### config.mk
export PLATFORM = sky130hd
export DESIGN_NAME = bc_mul
export DESIGN_NICKNAME = d
export VERILOG_FILES = /design/src/sv/bc_pkg.sv /design/src/sv/bc_mul.sv
export SDC_FILE = /design/constraint.sdc
export NUM_CORES = 2
export LEC_CHECK = 0
export ABC_AREA = 1
export BUFFER_PORTS_ARGS = -buffer_cell sky130_fd_sc_hd__buf_2
export CORE_MARGIN = 8
export CORE_UTILIZATION = 40
export DETAILED_ROUTE_END_ITERATION = 10
export PLACE_DENSITY = 0.61
export SLEW_MARGIN = 25
export SYNTH_ARGS = -nofsm -noshare
export SYNTH_HDL_FRONTEND = slang
export SYNTH_SLANG_ARGS = --single-unit
### constraint.sdc
create_clock -name i_clk -period 16.6 [get_ports i_clk]
set_input_delay 0.83 -clock i_clk [delete_from_list [all_inputs] [get_ports i_clk]]
set_output_delay 0.83 -clock i_clk [all_outputs]
set_load 0.01 [all_outputs]
### src/sv/bc_pkg.sv
package bc_pkg;

    localparam int COORD_BITS       = 16;
    localparam int WEIGHT_FRAC_BITS = 14;
    localparam int OUT_BITS         = 16;

    localparam int EW  = COORD_BITS + 1;
    localparam int PW  = 2 * EW;
    localparam int DW  = PW + 2;
    localparam int LW  = DW / 2;
    localparam int HW  = DW - LW;
    localparam int MW  = 2 * DW;
    localparam int NW  = MW + 2;
    localparam int QB  = OUT_BITS + 1;
    localparam int CW  = NW + WEIGHT_FRAC_BITS + QB + 1;

    localparam logic [QB:0] POS_LIMIT = (QB+1)'((1 << (OUT_BITS - 1)) - 1);
    localparam logic [QB:0] NEG_LIMIT = (QB+1)'(1 << (OUT_BITS - 1));

    typedef struct packed {
        logic signed [COORD_BITS-1:0] ax;
        logic signed [COORD_BITS-1:0] ay;
        logic signed [COORD_BITS-1:0] az;
        logic signed [COORD_BITS-1:0] bx;
        logic signed [COORD_BITS-1:0] by;
        logic signed [COORD_BITS-1:0] bz;
        logic signed [COORD_BITS-1:0] cx;
        logic signed [COORD_BITS-1:0] cy;
        logic signed [COORD_BITS-1:0] cz;
        logic signed [COORD_BITS-1:0] px;
        logic signed [COORD_BITS-1:0] py;
        logic signed [COORD_BITS-1:0] pz;
    } t_in;

    typedef struct packed {
        logic signed [OUT_BITS-1:0] weight_u;
        logic signed [OUT_BITS-1:0] weight_v;
        logic signed [OUT_BITS-1:0] weight_w;
        logic                       degenerate;
    } t_out;

    typedef struct packed {
        logic signed [DW-1:0] d00;
        logic signed [DW-1:0] d01;
        logic signed [DW-1:0] d11;
        logic signed [DW-1:0] d20;
        logic signed [DW-1:0] d21;
    } t_dots;

endpackage

### src/sv/bc_mul.sv
module bc_mul
    import bc_pkg::*;
(
    input  logic                 i_clk,
    input  logic                 i_en,
    input  logic signed [DW-1:0] i_a,
    input  logic signed [DW-1:0] i_b,
    output logic signed [MW-1:0] o_p
);

    logic signed [LW:0]      w_al;
    logic signed [LW:0]      w_bl;
    logic signed [HW-1:0]    w_ah;
    logic signed [HW-1:0]    w_bh;

    logic signed [2*LW+1:0]  r_ll;
    logic signed [LW+HW:0]   r_lh;
    logic signed [LW+HW:0]   r_hl;
    logic signed [2*HW-1:0]  r_hh;

    assign w_al = $signed({1'b0, i_a[LW-1:0]});
    assign w_bl = $signed({1'b0, i_b[LW-1:0]});
    assign w_ah = i_a[DW-1:LW];
    assign w_bh = i_b[DW-1:LW];

    always_ff @(posedge i_clk) begin
        if (i_en) begin
            r_ll <= (2*LW+2)'(w_al) * (2*LW+2)'(w_bl);
            r_lh <= (LW+HW+1)'(w_al) * (LW+HW+1)'(w_bh);
            r_hl <= (LW+HW+1)'(w_ah) * (LW+HW+1)'(w_bl);
            r_hh <= (2*HW)'(w_ah) * (2*HW)'(w_bh);
            o_p  <= (MW'(r_hh) <<< (2*LW)) + ((MW'(r_lh) + MW'(r_hl)) <<< LW) + MW'(r_ll);
        end
    end

endmodule

==> impl_metrics.json <==
{
  "slowest_stage": "buf_2",
  "track_usage": 0.227,
  "slew_violations": 0,
  "syn_area_sq_um": 59900,
  "die_area_sq_um": 162000,
  "status": "complete, no violations",
  "syn_inst": 7706,
  "cp-start-kind": "primary input",
  "crit_top_cell": "fa_1",
  "yosysWarnings": 0,
  "synth-edff-count": 218,
  "dp_hpwl_um": 148000,
  "max_cap_viol_count": 0,
  "seq_area_frac_synth": 0.109,
  "drtIter0Drc": 3883,
  "final_util": 0.424,
  "cp_max_fo": 36,
  "cts_setup_buffers": 0,
  "die_x_um": 403,
  "clock_sinks": 218,
  "synth_top_family_by_area": "adder cells",
  "critPathKind": "primary input to flop",
  "grt_antenna_before_repair": 14,
  "grt_setup_unrepaired": "false",
  "synth_area_leader_cell": "fa_1",
  "first_pass_iters": 7,
  "wl_per_cell_um": 19.1,
  "cts.reportedPaths.clkPinSlew_ns": 0.06,
  "syn_area_per_cell_sq_um": 7.77,
  "cts_root_buffer": "clkbuf_16",
  "syn_to_final_growth_pct": 5.59,
  "final_cell_mix": "inv_1, nand2_1, fa_1",
  "cp-end-kind": "flop",
  "async_flop_share": 0,
  "relSlewSlack": 0.243,
  "synth_xor_area_frac": 0.0275,
  "nets": 9367,
  "worstPathCellList": "buf_2 -> nand2_1 -> fa_1 -> fa_1 -> fa_1 -> inv_1 -> fa_1 -> fa_1 -> inv_1 -> fa_1 -> inv_1 -> ha_1 -> nand2_1 -> nor2_1 -> inv_1 -> o41ai_1 -> xor2_1",
  "synth_compound_area_frac": 0.0484,
  "clk_path_buf_depth": 3,
  "synthMuxAreaShare": 0,
  "cts_made_buffers": 29,
  "hold_buffers": 0,
  "post_cts_resized": 0,
  "synth_cell_type_count": 45,
  "grt_pass1_wl_um": 291000,
  "grt.overflow.total": 0,
  "grt_max_degree": 106,
  "final.period_utilization": 0.395,
  "synthAdderAreaFrac": 0.484,
  "finalSetupViolations": 0,
  "drtAntennaViolNets": 0,
  "drc_errors": 0,
  "synth_ff_type": "edfxtp_1",
  "fin_tns_setup_ns": 0,
  "min_period_ns": 6.56,
  "drive_gt1_frac": 0.0363,
  "finalWeightedCongestion": 0.955,
  "ys_top_cells_by_area": "fa_1, inv_1, nand2_1, ha_1, edfxtp_1",
  "num_vias": 47988,
  "clk_latency_ns": 0.61,
  "slowest_delay_ns": 0.82,
  "via_per_inst": 5.00,
  "synth_fp_nets": 9438,
  "worst_slew_pin_slew_ns": 1.14,
  "post-place-ws_ns": 9.51,
  "hold_slack_ns": 0.413,
  "path_buf_inv": 5,
  "finalClockSkew_ns": 0.0230,
  "start_util": 0.401,
  "max_freq_mhz": 152,
  "cp_top_family": "adder cells",
  "critPathRequiredTime_ns": 16.98,
  "synth_top_cell_area_share": 0.367,
  "hold_class": "flop to flop",
  "io_pins": 146,
  "fp.coreArea_sq_um": 149000,
  "mostFrequentLayoutCell": "inv_1",
  "portBuffers": 145,
  "htreeDepth": 1,
  "fp.dieH_um": 403,
  "worstPathArrival_ns": 6.95,
  "setup_slack_ns": 10.04,
  "synth-seq-cells": 218,
  "cts_tree": "built",
  "row_count": 142,
  "grt_pass1_vias": 50806,
  "final-hold-violation-count": 0,
  "routed_wl_um": 184000,
  "synth-simple-area-share": 0.173
}
layout make-up:
type,instances,area [sq um]
antenna,3,7.51
clock buffer,31,733
tap,1944,2430
inverter,2223,8340
clock inverter,20,209
fill,15253,86000
timing repair buffer,185,1040
multi-input combinational,4978,43900
sequential,218,6550
synth_stat cells, types with 2 or more instances:
cell and number:
o21ai_0 131, a21oi_1 224, a31o_2 2, nand3_2 3, or2_1 4, xor2_1 143
nor3_2 2, nand3b_1 8, o21ai_1 6, o21a_1 12, nor2_2 8, o21ai_2 5
o211ai_1 5, fa_1 1099, nor2_1 370, o21bai_1 33, buf_1 2, inv_1 2222
nand3_1 147, a21boi_0 11, edfxtp_1 218, a31oi_1 29, ha_1 559, a211oi_1 4
a21o_1 33, o221ai_1 3, nor4_1 4, nor3_1 43, clkbuf_1 284, or2_2 20
nand2_1 1964, xnor2_1 45, nand4_1 43, a21boi_2 2, and2_1 8
per-layer routing:
layer / wire length [um] / track usage / part of all wire / vias up
met4: 4430 / 0.0504 / 0.024 / 10
li1: - / - / - / 22237
met3: 14800 / 0.0384 / 0.080 / 230
met5: 66 / 0 / 0.00036 / -
met2: 80000 / 0.357 / 0.44 / 1689
met1: 84400 / 0.328 / 0.46 / 23822
registers in the layout, indices dropped and copies added (netlist names):
| register | flops |
|---|---|
| o_p | 72 |
| r_hl | 37 |
| r_ll | 36 |
| r_lh | 37 |
| r_hh | 36 |
final timing paths:
check	from	end	slack, ns	depth (start not counted)
min reg2reg	r_ll[13]	o_p[13]	0.41	0
max reg2reg	r_lh[0]	o_p[60]	11.70	21
max	i_b[3]	r_ll[24]	10.04	17
min	r_ll[13]	o_p[13]	0.41	0
kinds of logic (layout without fill, tap and decap cells):
kind of cell	after synthesis	count (layout)
AOI/OAI and AO/OA	506	506
and+or+nand+nor	2626	2626
buffers and inverters	2510	2459
xor gates and xnor gates	188	188
adders and majority gates	1658	1658
other	0	3
DFF	218	218
per-stage QoR:
step	cells	instance area, sq um
after floorplan	7706	59900
after global placement	9548	62300
after detailed placement	9548	62300
after CTS	9599	63200
after global routing	9599	63200
final	9602	63200
worst reg2reg max path, delay by kind of cell (launching register included):
family	cells	cell delay, ns
flip-flops	1	0.36
XOR/XNOR	1	0.18
buffers and inverters	2	0.16
adder cells (fa/ha/maj)	3	1.30
AND/OR/NAND/NOR	12	1.46
AO/OA/AOI/OAI	3	1.20
Power is not shown: default switching activity piles up to over one toggle a cycle in this logic, so the estimate is an artifact.
